`src/hw/rtl/pfa_pkg.sv`:
```
`default_nettype none

package pfa_pkg;

   localparam int PAGE_COUNT_DEF = 512;
   localparam int PAGE_BYTES_DEF = 4096;

   localparam logic [6:0] REF_MAX   = 7'd127;
   localparam logic [9:0] FREED_MAX = 10'd1023;

   localparam logic [7:0] OWNER_KERNEL   = 8'hFE;
   localparam logic [7:0] OWNER_RESERVED = 8'hFF;

   typedef enum logic [2:0] {
      OP_ALLOC_ANY = 3'd0,
      OP_ALLOC_AT  = 3'd1,
      OP_SHARE     = 3'd2,
      OP_RELEASE   = 3'd3,
      OP_QUERY     = 3'd4
   } op_type;

   typedef enum logic [2:0] {
      ST_OK       = 3'd0,
      ST_NO_MEM   = 3'd1,
      ST_MISALIGN = 3'd2,
      ST_RANGE    = 3'd3,
      ST_USED     = 3'd4,
      ST_REFUSED  = 3'd5
   } status_type;

   typedef enum logic [1:0] {
      FSM_IDLE,
      FSM_SCAN,
      FSM_DONE
   } fsm_type;

   typedef struct packed {
      logic [7:0] owner;
      logic [6:0] refc;
   } entry_type;

   typedef struct packed {
      op_type     op;
      logic [7:0] owner;
      logic       act;
   } cmd_type;

   typedef struct packed {
      status_type status;
      logic [8:0] page;
      logic [7:0] owner;
      logic [6:0] refc;
      logic [9:0] freed;
   } result_type;

endpackage

`default_nettype wire

```
`src/hw/rtl/pfa_cell.sv`:
```
`default_nettype none

module pfa_cell
   import pfa_pkg::*;
(
   input  wire logic      clock,
   input  wire logic      reset,
   input  wire logic      shift,
   input  wire entry_type din,
   output entry_type      dout
);

   entry_type entry_ff;
   entry_type entry_in;

   always_comb begin
      entry_in = shift ? din : entry_ff;
   end

   always_ff @(posedge clock) begin
      if (reset) begin
         entry_ff <= '0;
      end else begin
         entry_ff <= entry_in;
      end
   end

   assign dout = entry_ff;

endmodule

`default_nettype wire

```
`config.mk`:
```
export PLATFORM = sky130hd
export DESIGN_NAME = pfa_cell
export DESIGN_NICKNAME = d
export VERILOG_FILES = /design/src/hw/rtl/pfa_pkg.sv /design/src/hw/rtl/pfa_cell.sv
export SDC_FILE = /design/constraint.sdc
export NUM_CORES = 1
export LEC_CHECK = 0
export ABC_CLOCK_PERIOD_IN_PS = 1130
export BUFFER_PORTS_ARGS = -buffer_cell sky130_fd_sc_hd__buf_2
export CAP_MARGIN = 20
export CORE_UTILIZATION = 39
export CTS_CLUSTER_SIZE = 40
export DETAILED_ROUTE_END_ITERATION = 12
export PLACE_DENSITY = 0.74
export SLEW_MARGIN = 0
export SYNTH_ARGS = -nofsm -noshare
export SYNTH_HDL_FRONTEND = slang
export SYNTH_SLANG_ARGS = --single-unit
```
`constraint.sdc`:
```
create_clock -name clock -period 1.13 [get_ports clock]
set_clock_uncertainty 0.2 [all_clocks]
set_input_delay 0.226 -clock clock [delete_from_list [all_inputs] [get_ports clock]]
set_output_delay 0.226 -clock clock [all_outputs]
set_load 0.01 [all_outputs]
```
# [Word level (Yosys, flattened, before mapping)]
# Cells that the tools add are included.
[totals] reg_bits=15 elab_cells=2 output_inout_bits=15 inputBits=18

# [Logic depth before layout (Yosys ltp)]
[logic_depth] depth_word=0 ltp_mapped=4 ltp_nobuf=2

# [Worst setup path after synthesis]
# OpenSTA, ideal clock, no wires.
[synth_timing] path_type="input -> register" start="input shift" end="register entry_ff, in the netlist dout[10]" cell_stages=4 setup_ns=0.128 n_path_buf=2 required_time_ns=0.802 arrival_ns=0.682 setup_slack_ns=0.120 cell_sequence="buf_6 buf_12 mux2i_1 nor2_1"
[synth_rtl] element="start, declared" line_no="pfa_cell.sv:8" source="input wire logic shift,"
[synth_rtl] element="end signal, assigned" line_no="pfa_cell.sv:24" source="entry_ff <= entry_in;"
[synth_rtl] element="end, declared" line_no="pfa_cell.sv:13" source="entry_type entry_ff;"

# [Worst setup path after layout]
[layout_timing] start="register entry_ff, in the netlist dout[9]" end="output dout[9] (netlist bit)"
[layout_rtl] element="end, declared" line_no="pfa_cell.sv:10" source="output entry_type dout"
# No word-level cell between the ends.

==> flow_summary.yaml <==
cells_and_area:
  final_nets: 113
  layout_common_cells: "mux2i_1, nor2_1, dfxtp_2, dlygate4sd3_1, buf_6"
  nFillCells: 91
  largest_reg_flops: 15
  diodes: 0
  fin_util_pct: 75.5
  postLayoutCellArea_um2: 982
  drive_gt1_share_pct: 51.1
  area_delta_synth_final_pct: 81.3
route:
  vias: 493
  drc: 0
  wl_per_cell_um: 11.9
  drt_pass1_iterations: 2
  vias_per_cell: 4.52
  antenna_left: 0
  drt_iter0_markers: 2
  wl_um: 1290
clock_tree:
  clkSinkCount: 15
  clk_pin_slew_ns: 0.08
  root_buffer: "clkbuf_4"
  htree_num_levels: 1
  clkLatencyLatePin_ns: 0.28
  tritoncts: "done"
  cts_buffers: 3
  clockBufferDepth: 2
worst_setup_path:
  crit_path_end_kind: "output port"
  crit_path_max_incr_delay_ns: 0.33
  worst_ep_arrival_time_ns: 0.73
  startpoint_type: "register"
  cp_num_buf_inv: 1
  cp.required_ns: 0.70
  crit_slowest_cell: "dfxtp_2"
  cp_max_fo: 2
  worstSetupPathType: "reg -> out"
  path_cells: "buf_6"
  crit_family: "flip-flops"
place:
  postPlaceCellArea_um2: 706
  dpl.hpwl_um: 694
  io_buffers: 32
  gp_congestion: 0.655
  pre_cts_ws_ns: 0.0559
sta:
  period_share_pct: 102
  period_needed_ns: 1.15
  hold_violations: 0
  relSlewSlack_pct: 82.2
  worst_pin_slew_ns: 0.267
  setup_violations: 16
  rsz0062_at_grt: "yes"
  timing.fmax_mhz: 868
  slew_violations: 0
  worst_slack_ns: -0.0221
synthesis:
  seq_area_frac_synth_pct: 55.4
  ys_types: 6
  ys_seq_elements: 15
  synth_top_family_by_area: "multiplexers"
  synth_xor_area_share_pct: 0
  synthTopCellsByArea: "dfxtp_1, mux2i_1, nor2_1, buf_12, buf_6"
  synth-simple-area-share_pct: 10.4
  synth-adder-area-share_pct: 0
  yosysWarnings: 0
  syn_area_per_cell_um2: 11.3
  synth_mux_area_share_pct: 27.7
  syn_area_um2: 542
  syn_nets: 66
  synthCells: 48
  synth-compound-area-share_pct: 0
  synth_top_area_share_pct: 55.4
  yosysTopAreaCell: "dfxtp_1"
die:
  coreArea_um2: 1300
  die_w_um: 39.3
  rows: 13
  io_pins: 33
  fp.dieH_um: 39.3
  die-area_um2: 1540
  start_util_pct: 41.6
global_routing:
  grt_pass1_wl_um: 1950
  gr-usage-all-layers_pct: 20.1
  antenna_found_initial: 0
  grt_max_degree: 16
  grt_pass1_vias: 473
  grt_overflow: 0
run:
  cap_viol_max_count: 0
power:
  finalPower_uw: 1110
  max-vdd-ir-drop_mv: 0.832
  leakagePower_uw: 0.000479
  power_density_nw_per_um2: 1130
min_path:
  hold_path.class: "in -> reg"
status:
  status: "finished with violations"
  violations: "negative setup slack"
report_power, final:
part	leakage (uW)	internal, uW	switching [uW]
Clock	0.0000150	137	160
Combinational	0.000335	145	80.0
Sequential	0.000129	566	21.6
area by class of cell:
type                       instances  area (um^2)  share of cell area, %
clock buffer                       4         26.3                   2.68
multi-input combinational         30          206                   21.0
tap                               15         18.8                   1.91
sequential                        15          319                   32.5
timing repair buffer              45          412                   41.9
synthesized netlist by cell type:
cell / n
buf_12: 1
buf_6: 1
clkbuf_1: 1
dfxtp_1: 15
mux2i_1: 15
nor2_1: 15
what timing repair did:
action	in CTS	in global routing
pin swaps	0	4
hold buffers	15	0
buffers inserted	0	1
endpoints found under the hold margin	15	0
setup endpoints to repair	15	19
gates resized for setup	30	0
metrics by stage:
stage / hold WS [ns] / TNS (ns) / cells
after global placement: 0.261 / 0 / 93
after CTS: 0.0793 / -0.369 / 112
final: 0.0821 / -0.243 / 109
after detailed placement: 0.268 / 0 / 93
after global routing: 0.0837 / -0.729 / 109
after floorplan: 0.0984 / 0 / 48
path summary, 6_finish.rpt:
check                              start  endpoint  slack [ns]  cells past startpoint
worst max register to register   dout[6]   dout[6]        0.20                      3
worst max-delay path             dout[9]   dout[9]       -0.02                      1
worst min-delay path               reset  dout[14]        0.08                      2
worst min register to register  dout[10]  dout[10]        0.30                      2
metal layers:
metal  wire (um)  vias up  global-route usage, %  share of wire [%]
met1         470      228                   17.4                 36
met4           0        0                   7.76                  0
met3          64        0                   8.52                5.0
met2         757       16                   39.6                 59
li1            -      249                      -                  -
met5           0        -                      0                  0
logic make-up after synthesis:
family | count (synthesis)
mux | 15
buf+inv | 3
simple gates | 15
flops | 15
Power figures use the tool's default switching activity.
