===== config.mk =====
export PLATFORM = sky130hd
export DESIGN_NAME = pfa_head
export DESIGN_NICKNAME = d
export VERILOG_FILES = /design/src/hw/rtl/pfa_pkg.sv /design/src/hw/rtl/pfa_head.sv
export SDC_FILE = /design/constraint.sdc
export NUM_CORES = 1
export LEC_CHECK = 0
export BUFFER_PORTS_ARGS = -buffer_cell sky130_fd_sc_hd__buf_2
export CORE_MARGIN = 4
export CORE_UTILIZATION = 30
export DETAILED_ROUTE_END_ITERATION = 10
export GPL_ROUTABILITY_DRIVEN = 0
export SYNTH_ARGS = -nofsm -noshare
export SYNTH_HDL_FRONTEND = slang
export SYNTH_SLANG_ARGS = --single-unit

===== constraint.sdc =====
create_clock -name vclk -period 3.1
set_clock_uncertainty 0.05 [all_clocks]
set_input_delay 0.62 -clock vclk [all_inputs]
set_output_delay 0.62 -clock vclk [all_outputs]
set_load 0.02 [all_outputs]

===== src/hw/rtl/pfa_pkg.sv =====
`default_nettype none

package pfa_pkg;

   localparam int PAGE_COUNT_DEF = 512;
   localparam int PAGE_BYTES_DEF = 4096;

   localparam logic [6:0] REF_MAX   = 7'd127;
   localparam logic [9:0] FREED_MAX = 10'd1023;

   localparam logic [7:0] OWNER_KERNEL   = 8'hFE;
   localparam logic [7:0] OWNER_RESERVED = 8'hFF;

   typedef enum logic [2:0] {
      OP_ALLOC_ANY = 3'd0,
      OP_ALLOC_AT  = 3'd1,
      OP_SHARE     = 3'd2,
      OP_RELEASE   = 3'd3,
      OP_QUERY     = 3'd4
   } op_type;

   typedef enum logic [2:0] {
      ST_OK       = 3'd0,
      ST_NO_MEM   = 3'd1,
      ST_MISALIGN = 3'd2,
      ST_RANGE    = 3'd3,
      ST_USED     = 3'd4,
      ST_REFUSED  = 3'd5
   } status_type;

   typedef enum logic [1:0] {
      FSM_IDLE,
      FSM_SCAN,
      FSM_DONE
   } fsm_type;

   typedef struct packed {
      logic [7:0] owner;
      logic [6:0] refc;
   } entry_type;

   typedef struct packed {
      op_type     op;
      logic [7:0] owner;
      logic       act;
   } cmd_type;

   typedef struct packed {
      status_type status;
      logic [8:0] page;
      logic [7:0] owner;
      logic [6:0] refc;
      logic [9:0] freed;
   } result_type;

endpackage

`default_nettype wire


===== src/hw/rtl/pfa_head.sv =====
`default_nettype none

module pfa_head
   import pfa_pkg::*;
#(
   parameter int CW = 9
) (
   input  wire cmd_type    cmd,
   input  wire logic [CW-1:0] tgt,
   input  wire logic [CW-1:0] page,
   input  wire entry_type  ent_in,
   input  wire result_type res_in,
   output entry_type       ent_out,
   output result_type      res_out
);

   logic hit;

   always_comb begin
      hit     = cmd.act && (page == tgt);
      ent_out = ent_in;
      res_out = res_in;
      case (cmd.op)
         OP_ALLOC_ANY: begin
            if (cmd.act && res_in.status == ST_NO_MEM && ent_in.refc == 7'd0) begin
               ent_out.owner  = cmd.owner;
               ent_out.refc   = 7'd1;
               res_out.status = ST_OK;
               res_out.page   = 9'(page);
               res_out.owner  = cmd.owner;
               res_out.refc   = 7'd1;
            end
         end
         OP_ALLOC_AT: begin
            if (hit) begin
               res_out.page = 9'(page);
               if (ent_in.refc != 7'd0) begin
                  res_out.status = ST_USED;
                  res_out.owner  = ent_in.owner;
                  res_out.refc   = ent_in.refc;
               end else begin
                  ent_out.owner  = cmd.owner;
                  ent_out.refc   = 7'd1;
                  res_out.status = ST_OK;
                  res_out.owner  = cmd.owner;
                  res_out.refc   = 7'd1;
               end
            end
         end
         OP_SHARE: begin
            if (hit) begin
               res_out.page  = 9'(page);
               res_out.owner = ent_in.owner;
               if (ent_in.refc == 7'd0 || $signed(ent_in.owner) <= 8'sd0) begin
                  res_out.status = ST_REFUSED;
                  res_out.refc   = ent_in.refc;
               end else begin
                  if (ent_in.refc != REF_MAX) begin
                     ent_out.refc = ent_in.refc + 7'd1;
                  end
                  res_out.status = ST_OK;
                  res_out.refc   = ent_out.refc;
               end
            end
         end
         OP_RELEASE: begin
            if (cmd.act && ent_in.owner == cmd.owner && ent_in.refc != 7'd0) begin
               ent_out = '0;
               if (res_in.freed != FREED_MAX) begin
                  res_out.freed = res_in.freed + 10'd1;
               end
            end
         end
         OP_QUERY: begin
            if (hit) begin
               res_out.status = ST_OK;
               res_out.page   = 9'(page);
               res_out.owner  = ent_in.owner;
               res_out.refc   = ent_in.refc;
            end
         end
         default: begin
         end
      endcase
   end

endmodule

`default_nettype wire


# Yosys cells after proc, flatten, opt, wreduce, memory -nomap -nowiden
# Index checks and enable logic that the tools add are counted.
totals:
  output_inout_bits: 52
  in_bits: 82
  elab_cells: 40
  register_bits: 0
op_classes:
  mux: 19
  n_addsub: 2
  eq_ne: 9
  magnitude_cmp: 1
  n_reduce_logical: 9
op_table:
  columns: ["cell", "count"]
  rows:
  - ["$mux 27", 4]
  - ["$pmux 27 s4", 1]
  - ["$mux 15", 4]
  - ["$mux 10", 3]
  - ["$pmux 7 s4", 1]
  - ["$pmux 8 s3", 1]
  - ["$mux 7", 3]
  - ["$add 10x1->10 const B", 1]
  - ["$ne 10x10->1 const B", 1]
  - ["$eq 9x9->1", 1]
  - ["$eq 8x8->1", 1]
  - ["$le 8x1->1 const B", 1]
  - ["$add 7x1->7 const B", 1]
  - ["$logic_not 7->1", 1]
  - ["$ne 7x7->1 const B", 1]
  - ["$reduce_bool 7->1", 1]
  - ["$eq 3x1->1 const B", 2]
  - ["$eq 3x2->1 const B", 2]
  - ["$mux 3", 2]
  - ["$logic_and 1x1->1", 5]
  - ["$eq 3x3->1 const B", 1]
  - ["$logic_not 3->1", 1]
  - ["$logic_or 1x1->1", 1]

# Depth between registers and ports, before layout
depth:
  ltp_word: 5
  depth_mapped: 9
  ltp_nobuf: 8

# Least setup slack after synthesis
# Ideal clock, no wire load.
synth_timing:
  kind: "input-to-output"
  start: "in ent_in[0] (netlist bit)"
  end: "out res_out[25] (netlist bit)"
  t_arrival_ns: 2.432
  path_stages: 8
  required_time_ns: 2.430
  slack_ns: -0.002
  path_buffers: 1
  path_cell_list: "inv_1 ha_1 nor4b_2 nand3_1 nor3_4 a21oi_2 buf_2 o21ai_0"
synth_lines:
  columns: ["element", "line_no", "text"]
  rows:
  - ["start, declared", "pfa_head.sv:11", "input wire entry_type ent_in,"]
  - ["end, declared", "pfa_head.sv:14", "output result_type res_out"]

==> impl_metrics.prom <==
# TYPE chip_impl_metric gauge
chip_impl_metric{name="netlist_instances",unit=""} 365
chip_impl_info{name="hold_path_class",value="input port to output port"} 1
chip_impl_metric{name="dr_total_vias",unit=""} 3432
chip_impl_metric{name="slew_viol_final",unit=""} 0
chip_impl_metric{name="rows",unit=""} 30
chip_impl_info{name="commonest_cells_after_routing_fill_and_taps_aside",value="128 x sky130_fd_sc_hd__buf_2, 64 x sky130_fd_sc_hd__nand2_1, 64 x sky130_fd_sc_hd__buf_4"} 1
chip_impl_metric{name="seq_cells",unit=""} 0
chip_impl_info{name="layout_commonest_cell",value="sky130_fd_sc_hd__buf_2"} 1
chip_impl_metric{name="p_total",unit="uW"} 440
chip_impl_metric{name="worst_slew_margin_rel",unit="%"} 72.7
chip_impl_info{name="netlist.top_cell.by_area",value="sky130_fd_sc_hd__nand2_1"} 1
chip_impl_metric{name="drv.max_cap_violation_count",unit=""} 0
chip_impl_metric{name="worst-slew-pin-transition",unit="ps"} 409
chip_impl_metric{name="grt_total_usage",unit="%"} 20.9
chip_impl_metric{name="coreArea",unit="um^2"} 6910
chip_impl_metric{name="yosysSeqAreaShare",unit="%"} 0
chip_impl_metric{name="fillers",unit=""} 731
chip_impl_metric{name="power-per-cell-area",unit="nW/um^2"} 121
chip_impl_metric{name="setup_viol_count_final",unit=""} 0
chip_impl_metric{name="final-instance-count-excl-fill",unit=""} 638
chip_impl_metric{name="flow.area_growth_from_synthesis",unit="%"} 66.6
chip_impl_metric{name="yosys.area.top_type_share",unit="%"} 11.5
chip_impl_metric{name="power.static_leakage",unit="uW"} 0.00170
chip_impl_metric{name="detailedPlacementHpwl",unit="um"} 7940
chip_impl_metric{name="dr.pass1.iters",unit=""} 5
chip_impl_metric{name="post_synth.cell_area_avg",unit="um^2"} 5.97
chip_impl_metric{name="initial_core_util",unit="%"} 31.5
chip_impl_metric{name="grt_remaining_overflow",unit=""} 0
chip_impl_metric{name="number_of_cells_after_detailed_placement",unit=""} 634
chip_impl_metric{name="die_h",unit="um"} 93.2
chip_impl_metric{name="nClkBuffers",unit=""} 0
chip_impl_metric{name="grt_first_pass_wirelength",unit="um"} 15200
chip_impl_metric{name="worst-path-max-fanout",unit=""} 4
chip_impl_info{name="endpoint_kind",value="output port"} 1
chip_impl_metric{name="design.final.nets",unit=""} 629
chip_impl_metric{name="timing.critical_path.required",unit="ps"} 2430
chip_impl_metric{name="worstPathArrival",unit="ps"} 2380
chip_impl_metric{name="max_clock_freq",unit="GHz"} 0.327
chip_impl_metric{name="grt_max_degree",unit=""} 25
chip_impl_metric{name="whs",unit="ps"} 1500
chip_impl_info{name="criticalPathCategory",value="input port to output port"} 1
chip_impl_metric{name="route.antenna.remaining_nets",unit=""} 0
chip_impl_metric{name="proportion_of_layout_cells_with_a_drive_suffix_above_1",unit="%"} 44.8
chip_impl_metric{name="cts_hold_repair.buffers",unit=""} 0
chip_impl_info{name="synthTopCellsByArea",value="sky130_fd_sc_hd__nand2_1 12%, sky130_fd_sc_hd__xnor2_1 9.2%, sky130_fd_sc_hd__o21ai_0 8.3%"} 1
chip_impl_metric{name="post-route-min-period",unit="ps"} 3050
chip_impl_info{name="rsz0062_at_grt",value="yes"} 1
chip_impl_metric{name="ios",unit=""} 134
chip_impl_metric{name="route.detailed.drc",unit=""} 0
chip_impl_metric{name="die_width",unit="um"} 93.2
chip_impl_metric{name="regArea",unit="um^2"} 0
chip_impl_metric{name="fin_tns_setup",unit="ps"} 0
chip_impl_metric{name="vias_per_cell",unit=""} 5.38
chip_impl_metric{name="initial_antenna_violation_count",unit=""} 0
chip_impl_info{name="startpoint_type",value="input port"} 1
chip_impl_metric{name="mappedNetlistNets",unit=""} 450
chip_impl_metric{name="wl",unit="um"} 9770
chip_impl_metric{name="numPortBuffers",unit=""} 134
chip_impl_metric{name="hold_violations_final",unit=""} 0
chip_impl_metric{name="drt-initial-drc-count",unit=""} 224
chip_impl_metric{name="first_global_vias",unit=""} 3244
chip_impl_metric{name="insertedDiodeCount",unit=""} 0
chip_impl_metric{name="finalCritPeriodShare",unit="%"} 98.5
chip_impl_metric{name="post_synth_num_cell_types",unit=""} 59
chip_impl_metric{name="ir_drop",unit="V"} 0.0000554
chip_impl_metric{name="mean_routed_wirelength_per_cell",unit="um"} 15.3
chip_impl_metric{name="ys_warn_count",unit=""} 0
chip_impl_info{name="result_of_the_run",value="complete, no violations"} 1
chip_impl_metric{name="synthesis.area",unit="um^2"} 2180
chip_impl_metric{name="design.die.area",unit="um^2"} 8690
where the power goes:
| group | internal (uW) | switching (uW) |
|---|---|---|
| Combinational | 191 | 249 |
| Clock | 0 | 0 |
| Sequential | 0 | 0 |
| Total | 191 | 249 |
stage by stage:
step / instance area, um^2 / worst slack [ps] / util (%)
finish: 3630 / 45.2 / 52.6
global placement: 3380 / -24.7 / 48.9
detailed placement: 3380 / -106 / 48.9
global route: 3630 / -31.7 / 52.6
CTS: 3410 / -13.3 / 49.4
floorplan: 2180 / -2.00 / -
cell type report:
type	instances	area [um^2]	share of cell area (%)
Multi-Input combinational cell	335	2240	61.6
Tap cell	96	120	3.31
Timing Repair Buffer	199	1240	34.1
Inverter	8	35.0	0.965
Yosys cell counts, drive strengths merged (8+ instances only):
library cell and count:
a21oi 33, xnor2 23, nor2 37, inv 8
a31oi 10, mux2i 12, clkbuf 10, o221ai 8
nand3 13, buf 12, nand2 67, o21ai 39
repair_timing:
| item | CTS | global route |
|---|---|---|
| pin swaps | 0 | 14 |
| setup buffers | 0 | 6 |
| gates resized for setup | 5 | 46 |
| setup endpoints to repair | 18 | 40 |
layer usage:
metal | up-vias | GRT usage [%] | share of wire, %
li1 | 1703 | - | -
met1 | 1573 | 27.2 | 41
met2 | 144 | 38.9 | 50
met3 | 12 | 1.29 | 7.2
met4 | 0 | 2.32 | 1.2
met5 | - | 0 | 0
worst max-delay path, stage by stage:
cell	delay, ps
sky130_fd_sc_hd__buf_2	120
sky130_fd_sc_hd__or4_4	560
sky130_fd_sc_hd__o21bai_4	150
sky130_fd_sc_hd__or3_4	170
sky130_fd_sc_hd__mux2i_1	190
sky130_fd_sc_hd__a211oi_1	100
sky130_fd_sc_hd__a311o_1	320
sky130_fd_sc_hd__buf_2	160
logic make-up (layout without fill, tap and decap cells):
group           after synthesis  count (layout)  share of synthesized area (%)
simple gates                162             162                           37.0
compound gates              128             128                           37.5
mux                          14              14                           6.55
xor+xnor                     27              27                           10.9
buf+inv                      30             207                           5.92
fa+ha+maj                     4               4                           2.18
final timing paths:
kind  cells past startpoint          end       start  slack (ps)
max                       8  res_out[11]  ent_in[10]          50
min                       3   res_out[4]   res_in[4]        1500
Power figures use the tool's default switching activity.
